`src/rtl/core/clbs_pkg.sv`:
```
// ----------------------------------------------------------------------------
// clbs_pkg
// Types, codes and constant tables shared by the character-LCD bus sequencer.
// ----------------------------------------------------------------------------
package clbs_pkg;

  // request kinds carried on the input stream
  typedef enum logic [2:0] {
    OP_TICK  = 3'd0,
    OP_INIT  = 3'd1,
    OP_CMD   = 3'd2,
    OP_CHAR  = 3'd3,
    OP_GOTO  = 3'd4
  } op_e;

  // configuration register indexes
  localparam logic [1:0] CFG_FOUR_BIT_BUS = 2'd0;
  localparam logic [1:0] CFG_ROWS_IN_USE  = 2'd1;

  // sequencer phases, one-hot
  typedef enum logic [3:0] {
    PH_IDLE    = 4'b0001,
    PH_POWER   = 4'b0010,
    PH_EN_HIGH = 4'b0100,
    PH_EN_LOW  = 4'b1000
  } phase_e;

  localparam logic [7:0] CMD_SET_ADDRESS  = 8'h80;
  localparam logic [7:0] CMD_FUNCTION_SET = 8'h20;
  localparam logic [7:0] FS_EIGHT_BIT     = 8'h10;
  localparam logic [7:0] FS_TWO_LINES     = 8'h08;
  localparam logic [7:0] CMD_DISPLAY_OFF  = 8'h08;
  localparam logic [7:0] CMD_ENTRY_INC    = 8'h06;
  localparam logic [7:0] CMD_DISPLAY_ON   = 8'h0C;
  localparam logic [7:0] CMD_CLEAR        = 8'h01;
  localparam logic [7:0] WAKE_NIBBLE      = 8'h30;
  localparam logic [7:0] FOUR_BIT_NIBBLE  = 8'h20;
  localparam logic [7:0] POWER_UP_MS      = 8'd230;

  localparam logic [4:0] INIT_LEN_FOUR  = 5'd9;
  localparam logic [4:0] INIT_LEN_EIGHT = 5'd7;

  // one step of the power-up sequence
  typedef struct packed {
    logic       is_byte;
    logic [7:0] value;
    logic [2:0] gap;
  } seq_elem_t;

  // result fields of one transaction
  typedef struct packed {
    logic       rejected;
    logic       ready_res;
    logic [7:0] bus_data;
    logic       enable;
    logic       reg_select;
  } result_t;

  function automatic logic [7:0] row_base(input logic [1:0] row);
    logic [7:0] base;
    case (row)
      2'd0:    base = 8'h00;
      2'd1:    base = 8'h40;
      2'd2:    base = 8'h14;
      default: base = 8'h54;
    endcase
    return base;
  endfunction

  // init table lookup; steps outside the current table act as a plain byte
  function automatic seq_elem_t init_elem(input logic four_bit, input logic [4:0] step);
    seq_elem_t e;
    e = '{is_byte: 1'b1, value: 8'h00, gap: 3'd0};
    if (four_bit) begin
      case (step)
        5'd1:    e = '{1'b0, WAKE_NIBBLE, 3'd5};
        5'd2:    e = '{1'b0, WAKE_NIBBLE, 3'd1};
        5'd3:    e = '{1'b0, WAKE_NIBBLE, 3'd0};
        5'd4:    e = '{1'b0, FOUR_BIT_NIBBLE, 3'd0};
        5'd5:    e = '{1'b1, CMD_FUNCTION_SET | FS_TWO_LINES, 3'd0};
        5'd6:    e = '{1'b1, CMD_DISPLAY_OFF, 3'd0};
        5'd7:    e = '{1'b1, CMD_ENTRY_INC, 3'd0};
        5'd8:    e = '{1'b1, CMD_DISPLAY_ON, 3'd0};
        5'd9:    e = '{1'b1, CMD_CLEAR, 3'd0};
        default: e = '{1'b1, 8'h00, 3'd0};
      endcase
    end else begin
      case (step)
        5'd1:    e = '{1'b1, CMD_FUNCTION_SET | FS_EIGHT_BIT, 3'd5};
        5'd2:    e = '{1'b1, CMD_FUNCTION_SET | FS_EIGHT_BIT, 3'd1};
        5'd3:    e = '{1'b1, CMD_FUNCTION_SET | FS_EIGHT_BIT | FS_TWO_LINES, 3'd0};
        5'd4:    e = '{1'b1, CMD_DISPLAY_OFF, 3'd0};
        5'd5:    e = '{1'b1, CMD_ENTRY_INC, 3'd0};
        5'd6:    e = '{1'b1, CMD_DISPLAY_ON, 3'd0};
        5'd7:    e = '{1'b1, CMD_CLEAR, 3'd0};
        default: e = '{1'b1, 8'h00, 3'd0};
      endcase
    end
    return e;
  endfunction

endpackage

```
`src/rtl/core/clbs_engine.sv`:
```
// ----------------------------------------------------------------------------
// clbs_engine
// Sequencer state, configuration registers and the per-transaction update.
// ----------------------------------------------------------------------------
module clbs_engine (
  input  logic                 clk_i,
  input  logic                 rst_ni,
  input  logic                 cfg_we_i,
  input  logic [1:0]           cfg_index_i,
  input  logic [2:0]           cfg_data_i,
  input  logic                 item_en_i,
  input  logic [2:0]           operation_i,
  input  logic [7:0]           data_byte_i,
  input  logic [5:0]           column_i,
  input  logic [1:0]           row_i,
  output clbs_pkg::result_t    result_o
);
  import clbs_pkg::*;

  logic       four_bit_q, four_bit_d;
  logic [2:0] rows_q, rows_d;

  phase_e     phase_q, phase_d;
  logic [4:0] step_q, step_d;
  logic [7:0] ms_q, ms_d;
  logic [7:0] pending_q, pending_d;
  logic       low_q, low_d;
  logic       rs_q, rs_d;
  logic       en_q, en_d;
  logic [7:0] bus_q, bus_d;

  logic       rejected;
  logic       busy;
  logic [4:0] init_len;
  logic [4:0] step_inc;
  seq_elem_t  e_cur, e_first, e_next;
  logic       start_b;
  logic [7:0] start_val;
  logic       strobe;
  logic [7:0] strobe_pins;

  // config
  always_comb begin
    four_bit_d = four_bit_q;
    rows_d     = rows_q;
    if (cfg_we_i && cfg_index_i == CFG_FOUR_BIT_BUS) begin
      four_bit_d = cfg_data_i[0];
    end
    if (cfg_we_i && cfg_index_i == CFG_ROWS_IN_USE) begin
      rows_d = cfg_data_i;
    end
  end

  assign busy     = (phase_q != PH_IDLE);
  assign init_len = four_bit_q ? INIT_LEN_FOUR : INIT_LEN_EIGHT;
  assign step_inc = step_q + 5'd1;
  assign e_cur    = init_elem(four_bit_q, step_q);
  assign e_first  = init_elem(four_bit_q, 5'd1);
  assign e_next   = init_elem(four_bit_q, step_inc);

  always_comb begin
    phase_d     = phase_q;
    step_d      = step_q;
    ms_d        = ms_q;
    pending_d   = pending_q;
    low_d       = low_q;
    rs_d        = rs_q;
    en_d        = en_q;
    bus_d       = bus_q;
    rejected    = 1'b0;
    start_b     = 1'b0;
    start_val   = 8'h00;
    strobe      = 1'b0;
    strobe_pins = 8'h00;

    if (item_en_i) begin
      if (op_e'(operation_i) == OP_TICK) begin
        if (busy) begin
          if (ms_q > 8'd1) begin
            ms_d = ms_q - 8'd1;
          end else begin
            ms_d = 8'd0;
            unique case (phase_q)
              PH_POWER: begin
                step_d = 5'd1;
                rs_d   = 1'b0;
                if (e_first.is_byte) begin
                  start_b   = 1'b1;
                  start_val = e_first.value;
                end else begin
                  low_d       = 1'b0;
                  strobe      = 1'b1;
                  strobe_pins = {e_first.value[7:4], 4'h0};
                end
              end
              PH_EN_HIGH: begin
                en_d    = 1'b0;
                ms_d    = (four_bit_q && e_cur.is_byte) ? 8'd2 : 8'd1 + 8'(e_cur.gap);
                phase_d = PH_EN_LOW;
              end
              PH_EN_LOW: begin
                if (low_q) begin
                  low_d       = 1'b0;
                  strobe      = 1'b1;
                  strobe_pins = {pending_q[3:0], 4'h0};
                end else if (step_q != 5'd0) begin
                  if (step_inc == 5'd0 || step_inc > init_len) begin
                    step_d  = 5'd0;
                    phase_d = PH_IDLE;
                  end else begin
                    step_d = step_inc;
                    rs_d   = 1'b0;
                    if (e_next.is_byte) begin
                      start_b   = 1'b1;
                      start_val = e_next.value;
                    end else begin
                      low_d       = 1'b0;
                      strobe      = 1'b1;
                      strobe_pins = {e_next.value[7:4], 4'h0};
                    end
                  end
                end else begin
                  phase_d = PH_IDLE;
                end
              end
              default: phase_d = PH_IDLE;
            endcase
          end
        end
      end else if (busy) begin
        rejected = 1'b1;
      end else begin
        case (op_e'(operation_i))
          OP_INIT: begin
            rs_d    = 1'b0;
            en_d    = 1'b0;
            step_d  = 5'd0;
            low_d   = 1'b0;
            ms_d    = POWER_UP_MS;
            phase_d = PH_POWER;
          end
          OP_CMD, OP_CHAR: begin
            step_d    = 5'd0;
            rs_d      = (op_e'(operation_i) == OP_CHAR);
            start_b   = 1'b1;
            start_val = data_byte_i;
          end
          OP_GOTO: begin
            if (row_i == 2'd0 || {1'b0, row_i} < rows_q) begin
              step_d    = 5'd0;
              rs_d      = 1'b0;
              start_b   = 1'b1;
              start_val = CMD_SET_ADDRESS + row_base(row_i) + {2'b00, column_i};
            end
          end
          default: rejected = 1'b1;
        endcase
      end
    end

    // byte start: high nibble first in 4-bit mode
    if (start_b) begin
      pending_d = start_val;
      strobe    = 1'b1;
      if (four_bit_q) begin
        low_d       = 1'b1;
        strobe_pins = {start_val[7:4], 4'h0};
      end else begin
        low_d       = 1'b0;
        strobe_pins = start_val;
      end
    end

    // raise EN for one tick
    if (strobe) begin
      bus_d   = strobe_pins;
      en_d    = 1'b1;
      ms_d    = 8'd1;
      phase_d = PH_EN_HIGH;
    end
  end

  assign result_o = '{
    rejected:   rejected,
    ready_res:  (phase_d == PH_IDLE),
    bus_data:   bus_d,
    enable:     en_d,
    reg_select: rs_d
  };

  always_ff @(posedge clk_i or negedge rst_ni) begin
    if (!rst_ni) begin
      four_bit_q <= 1'b1;
      rows_q     <= 3'd4;
      phase_q    <= PH_IDLE;
      step_q     <= 5'd0;
      ms_q       <= 8'd0;
      pending_q  <= 8'd0;
      low_q      <= 1'b0;
      rs_q       <= 1'b0;
      en_q       <= 1'b0;
      bus_q      <= 8'd0;
    end else begin
      four_bit_q <= four_bit_d;
      rows_q     <= rows_d;
      phase_q    <= phase_d;
      step_q     <= step_d;
      ms_q       <= ms_d;
      pending_q  <= pending_d;
      low_q      <= low_d;
      rs_q       <= rs_d;
      en_q       <= en_d;
      bus_q      <= bus_d;
    end
  end

endmodule

```
`src/rtl/core/char_lcd_bus_sequencer.sv`:
```
// ----------------------------------------------------------------------------
// char_lcd_bus_sequencer
// Character-LCD parallel bus sequencer with stream request and result ports.
// ----------------------------------------------------------------------------
// Each input transaction is a millisecond tick, an init request, a command
// byte, a character byte or a cursor goto, and produces exactly one result
// transaction carrying the RS, EN and data pin levels after that request plus
// ready and rejected flags. The block takes one transaction per clock cycle
// when the result side keeps up; a request is held in the input register
// and its result is loaded into the output register once that register is
// free, and result valid rises with that load. The combinational sequencer
// update between those two registers sets this rate.
// Configuration writes (index 0 four_bit_bus, index 1 rows_in_use) are always
// ready and are meant to be issued while the block is idle.
// ----------------------------------------------------------------------------
module char_lcd_bus_sequencer (
  input  logic        clk_i,
  input  logic        rst_ni,
  // configuration write channel
  input  logic        cfg_valid_i,
  output logic        cfg_ready_o,
  input  logic [1:0]  cfg_index_i,
  input  logic [2:0]  cfg_data_i,
  // request stream
  input  logic        s_axis_tvalid_i,
  output logic        s_axis_tready_o,
  input  logic [15:0] s_axis_tdata_i,   // data_byte[7:0], column[13:8], row[15:14]
  input  logic [2:0]  s_axis_tuser_i,   // operation[2:0]
  // result stream
  output logic        m_axis_tvalid_o,
  input  logic        m_axis_tready_i,
  output logic [15:0] m_axis_tdata_o    // reg_select[0], enable[1], bus_data[9:2],
                                        // ready_res[10], rejected[11], zero[15:12]
);
  import clbs_pkg::*;

  // input register
  logic       in_valid_q, in_valid_d;
  logic [2:0] op_q;
  logic [7:0] data_q;
  logic [5:0] col_q;
  logic [1:0] row_q;

  // output register
  logic       out_valid_q, out_valid_d;
  result_t    out_q;

  result_t    step_res;
  logic       in_take;
  logic       load_out;

  // configuration never stalls
  assign cfg_ready_o = 1'b1;

  // the engine consumes the held request when the output register is free
  assign load_out        = in_valid_q && (!out_valid_q || m_axis_tready_i);
  assign s_axis_tready_o = !in_valid_q || load_out;
  assign in_take         = s_axis_tvalid_i && s_axis_tready_o;

  always_comb begin
    in_valid_d = in_valid_q;
    if (in_take) begin
      in_valid_d = 1'b1;
    end else if (load_out) begin
      in_valid_d = 1'b0;
    end
  end

  always_comb begin
    out_valid_d = out_valid_q;
    if (load_out) begin
      out_valid_d = 1'b1;
    end else if (m_axis_tready_i) begin
      out_valid_d = 1'b0;
    end
  end

  clbs_engine u_engine (
    .clk_i       (clk_i),
    .rst_ni      (rst_ni),
    .cfg_we_i    (cfg_valid_i && cfg_ready_o),
    .cfg_index_i (cfg_index_i),
    .cfg_data_i  (cfg_data_i),
    .item_en_i   (load_out),
    .operation_i (op_q),
    .data_byte_i (data_q),
    .column_i    (col_q),
    .row_i       (row_q),
    .result_o    (step_res)
  );

  // control flags
  always_ff @(posedge clk_i or negedge rst_ni) begin
    if (!rst_ni) begin
      in_valid_q  <= 1'b0;
      out_valid_q <= 1'b0;
    end else begin
      in_valid_q  <= in_valid_d;
      out_valid_q <= out_valid_d;
    end
  end

  // payload, no reset needed
  always_ff @(posedge clk_i) begin
    if (in_take) begin
      op_q   <= s_axis_tuser_i;
      data_q <= s_axis_tdata_i[7:0];
      col_q  <= s_axis_tdata_i[13:8];
      row_q  <= s_axis_tdata_i[15:14];
    end
    if (load_out) begin
      out_q <= step_res;
    end
  end

  assign m_axis_tvalid_o = out_valid_q;
  assign m_axis_tdata_o  = {4'h0, out_q};

endmodule

```
`config.mk`:
```
export PLATFORM = sky130hd
export DESIGN_NAME = char_lcd_bus_sequencer
export DESIGN_NICKNAME = d
export VERILOG_FILES = /design/src/rtl/core/clbs_pkg.sv /design/src/rtl/core/clbs_engine.sv /design/src/rtl/core/char_lcd_bus_sequencer.sv
export SDC_FILE = /design/constraint.sdc
export NUM_CORES = 1
export LEC_CHECK = 0
export ABC_AREA = 0
export BUFFER_PORTS_ARGS = -buffer_cell sky130_fd_sc_hd__buf_2
export CAP_MARGIN = 20
export CORE_AREA = 2 2 83 85
export DETAILED_ROUTE_END_ITERATION = 8
export DIE_AREA = 0 0 85 87
export PLACE_DENSITY = 0.9
export SYNTH_ARGS = -nofsm -noshare
export SYNTH_HDL_FRONTEND = slang
export SYNTH_SLANG_ARGS = --single-unit
```
`constraint.sdc`:
```
create_clock -name clk_i -period 9.1 [get_ports clk_i]
set_input_delay 0.455 -clock clk_i [delete_from_list [all_inputs] [get_ports clk_i]]
set_output_delay 0.455 -clock clk_i [all_outputs]
set_load 0.02 [all_outputs]
```
* Word level (Yosys, flattened, before mapping)
Memories as Yosys holds them, arrays and structs flattened.
Cells that the tools add are included.
** Storage, ports and cells
- Memories :: 2
- Bits of input ports :: 29
- Output and inout port bits :: 19
- Logic and storage cells :: 229
- Memory bits (read-only) :: 288
- Register bits after elaboration :: 69
** Cells by class
- Equal/unequal tests :: 40
- Mux-type cells :: 129
- Reductions and logical operators :: 29
- Magnitude comparators :: 3
- Add/subtract/negate cells :: 5
** Memory list
- (name not given) :: depth 16, bits a word 9, rd ports 1, clocked after memory_dff 0, wr ports 0, line clbs_pkg.sv:75 : case (step)
- (name not given) :: depth 16, bits a word 9, rd ports 1, clocked after memory_dff 0, wr ports 0, line clbs_pkg.sv:75
** Operators by type and width (number)
- 2-to-1 mux 8 bit :: 36
- one-hot mux 9 bit (7 select lines) :: 2
- 2-to-1 mux 12 bit :: 5
- 2-to-1 mux 1 bit :: 53
- 2-to-1 mux 4 bit :: 12
- one-hot mux 8 bit (2 select lines) :: 3
- == test 5 x 3 -> 1 bit, second input constant :: 8
- 2-to-1 mux 5 bit :: 8
- one-hot mux 7 bit (3 select lines) :: 1
- == test 5 x 2 -> 1 bit, second input constant :: 4
- one-hot mux 5 bit (2 select lines) :: 2
- inequality test 3 bit, second input constant :: 6
- one-hot mux 4 bit (3 select lines) :: 1
- == test 5 x 1 -> 1 bit, second input constant :: 2
- one-hot mux 1 bit (2 select lines) :: 5
- inequality test 3 x 1 -> 1 bit, second input constant :: 3
- AND reduction 9 bit :: 1
- nonzero test 3 bit :: 3
- adder 8 x 6 -> 8 bit :: 1
- adder 8 bit, first input constant :: 1
- > comparator 8 x 1 -> 1 bit, second input constant :: 1
- inequality test 4 bit, second input constant :: 2
- nonzero test 2 bit :: 4
- subtractor 8 x 1 -> 8 bit, second input constant :: 1
- other kinds (29) :: 41

* Longest topological paths before layout
- Depth after elaboration :: 17
- Gate-level depth with buffers :: 12
- Gate-level depth less buffers :: 11

* Cells and area by module
A second synthesis with hierarchy kept.
** Second synthesis, totals
- Cell total of the unflattened synthesis :: 400
- Area total of the unflattened synthesis :: 4086.4 um^2
** By module, submodules not included
- clbs_engine :: times used 1, cells each 354, area an instance 3006.6 um^2
- char_lcd_bus_sequencer :: times used 1, cells each 46, area an instance 1079.8 um^2

* Worst setup path before layout
OpenSTA, ideal clock, no wires.
- Kind :: reg2reg
- Start :: register u_engine.step_q[0]
- End :: register out_q, in the netlist m_axis_tdata_o[7], data pin
- Required time :: 8822 ps
- Slack :: 5699 ps
- Arrival :: 3122 ps
- Clock period less this slack :: 3401 ps
- Buffers on the path :: 0
- Cell stages (with the launch flop) :: 11
- Cells stage by stage :: dfrtp_1 -> and3_1 -> xnor2_1 -> inv_1 -> ha_1 -> a41o_1 -> o21ai_1 -> nor4b_1 -> o31ai_2 -> a21oi_1 -> or4_1
** RTL lines
- start: declaration :: line clbs_engine.sv:24 : logic [4:0] step_q, step_d;
- start signal: assignment :: line clbs_engine.sv:207 : step_q <= step_d;
- end signal: assignment :: line char_lcd_bus_sequencer.sv:112 : out_q <= step_res;
- end: declaration :: line char_lcd_bus_sequencer.sv:46 : result_t out_q;

==> out/results.ini <==
[status]
status = finished, final reports clean

[cts]
post_cts_resized = 0
numCtsBuffers = 9
clockBufferDepth = 2
htreeDepth = 3
cts_tree = done
clkSinkCount = 69
cts_root_buf = clkbuf_8
path_clk_slew_ns = 0.09
post_cts_buffers = 0
cts_hold_buf = 0
insertion_delay_ns = 0.36

[synth]
synth_flop_cell = dfrtp_1
synth-seq-area-share_pct = 47.7
yosysUniqueCellTypes = 62
synth-edff-count = 31
synth_area_mm2 = 0.00396
postSynthCellCount = 398
synth_seq_cells = 69
synthArstFlopShare_pct = 55.1
synth_warnings = 0
avgSynthCellArea_um2 = 9.94

[global_routing]
grt_pass1_wl_um = 15600
track_usage_pct = 27.3
met3_usage_pct = 6.64
grt.overflow.total = 0
use_met2_pct = 46.2
busiest_layer = met2
gr-usage-met1_pct = 34.5
antenna_found_initial = 0
grt_pass1_vias = 3154
grt_max_degree = 39

[sta]
timing.final.crit_share_pct = 43.1
drv_slew = 0
fin_crit_ns = 3.93
fin_skew_ns = 0.0114
tightest_slew_ns = 0.962
layout_setup_ws_ns = 5.17
relSlewSlack_pct = 34.9
fmax_ghz = 0.255
rsz0062_at_grt = false
setup_viol = 0
hold_viol = 0
fin_setup_tns_ns = 0

[critical_path]
worst-setup-path-type = flop to flop
endpoint_kind = flop
cp-start-kind = flop
crit_fanout = 8
required_ns = 9.26
arrival_ns = 4.09

[power_and_ir_drop]
p_int_uw = 533
power_uw = 794
seq_power_share_pct = 51.4
p_sw_uw = 261
power_frac_clock_pct = 30.3
pwr-share-comb_pct = 18.3
p_leak_uw = 0.00177
switching_share_pct = 32.9
p_per_area_mw_per_mm2 = 182
ir_drop_v = 0.000219

[final_layout]
fin_area_mm2 = 0.00437
area_growth_pct = 10.5
nets = 482
drive_gt1_share_pct = 19.5
diodes = 0
final_common_cell = nand2_1
mostFrequentLayoutCells = nand2_1 (46), buf_2 (42), dfrtp_1 (35), edfxtp_1 (31)

[route]
vias_per_cell = 6.35
drcViolationCount = 0
dr.pass1.iters = 5
wl_um = 9580
drt-initial-drc-count = 462
vias = 3313
wire_per_inst_um = 18.4
detail-route-antenna-nets = 0

[die]
dieArea_mm2 = 0.00740
die_height_um = 87
num_io_pins = 48
initial_core_util_pct = 60.2
rows = 30
core-area_mm2 = 0.00657
die_x_um = 85

[placed_design]
dp.final_hpwl_um = 6870
place_ws_ns = 5.27
place_area_mm2 = 0.00418
portBuffers = 42
gp_congestion = 0.905

[job]
maxCapViolCount = 0

[min_path]
hold_path.class = input port to async pin

-- synth_stat cells (7+ instances only) --
library cell / instances / area [um^2]
a21oi_1: 28 / 140
clkbuf_1: 9 / 33.8
dfrtp_1: 35 / 876
edfxtp_1: 31 / 931
ha_1: 16 / 200
inv_1: 16 / 60.1
mux2_2: 10 / 113
nand2_1: 46 / 173
nand2b_1: 7 / 43.8
nand3_1: 9 / 45.0
nor2_1: 27 / 101
nor3_1: 15 / 75.1
o21ai_0: 28 / 140
o22ai_1: 7 / 43.8
or3_1: 7 / 43.8
-- layout make-up --
class / instances / area, um^2
Fill cell: 489 / 2200
Multi-Input combinational cell: 297 / 1910
Sequential cell: 69 / 1890
Timing Repair Buffer: 43 / 218
Clock buffer: 9 / 124
Tap cell: 80 / 100
Clock inverter: 7 / 65.1
Inverter: 17 / 63.8
-- final timing paths --
kind                                 endpoint  cells past startpoint                from  slack [ns]
max                        m_axis_tdata_o[10]                     10  u_engine.step_q[0]        5.17
min                        u_engine.rows_q[0]                      1              rst_ni        0.20
max reg2reg                m_axis_tdata_o[10]                     10  u_engine.step_q[0]        5.17
min reg2reg                   m_axis_tvalid_o                      1          in_valid_q        0.49
max in group asynchronous       u_engine.rs_q                      1              rst_ni        8.37
min in group clk_i                  data_q[1]                      1   s_axis_tdata_i[1]        0.27
-- logic make-up after synthesis --
logic type      after synthesis  share of synthesized area, %
simple gates                149                          20.3
compound gates              108                          17.7
flops                        69                          47.7
xor+xnor                      9                          1.99
buf+inv                      35                          4.24
mux                          10                          2.85
fa+ha+maj                    16                          5.06
other cells                   2                         0.190
-- critical path, stage by stage (launching register included) --
cell and delay [ns]:
dfrtp_1 0.47, and3_1 0.27, xnor2_1 0.45, inv_1 0.20, ha_1 0.35, a41o_1 0.18, o21ai_1 0.58, nor4b_1 0.14
o31ai_2 0.49, nand2_1 0.24, nor4bb_1 0.36
-- power groups by stage --
| stage | registers (uW) | clock network, uW | logic (uW) |
|---|---|---|---|
| floorplan | 406 | 0 | 105 |
| global placement | 411 | 0 | 137 |
| detailed placement | 413 | 0 | 143 |
| CTS | 407 | 242 | 145 |
| global route | 413 | 255 | 160 |
| finish | 408 | 241 | 145 |
-- registers in the layout (all words and copies together) (netlist names), 2 cells and up --
signal	cells
m_axis_tdata_o	12
data_q	8
u_engine.bus_q	8
u_engine.ms_q	8
col_q	6
u_engine.step_q	5
u_engine.pending_q	4
u_engine.phase_q	4
op_q	3
u_engine.rows_q	3
row_q	2
-- through the flow --
step	std cells	hold slack [ns]	utilization (%)
after global placement	506	0.462	63.7
after CTS	522	0.225	66.5
final	522	0.196	66.5
after floorplan	401	0.159	-
after global routing	522	0.265	66.5
after detailed placement	506	0.486	63.7
-- layer usage --
metal	share of wire, %	vias to the layer above
li1	-	1551
met1	40	1559
met2	49	171
met3	7.7	32
met4	2.7	0
met5	0	-
Note: power is estimated with default switching activity, not from simulation.
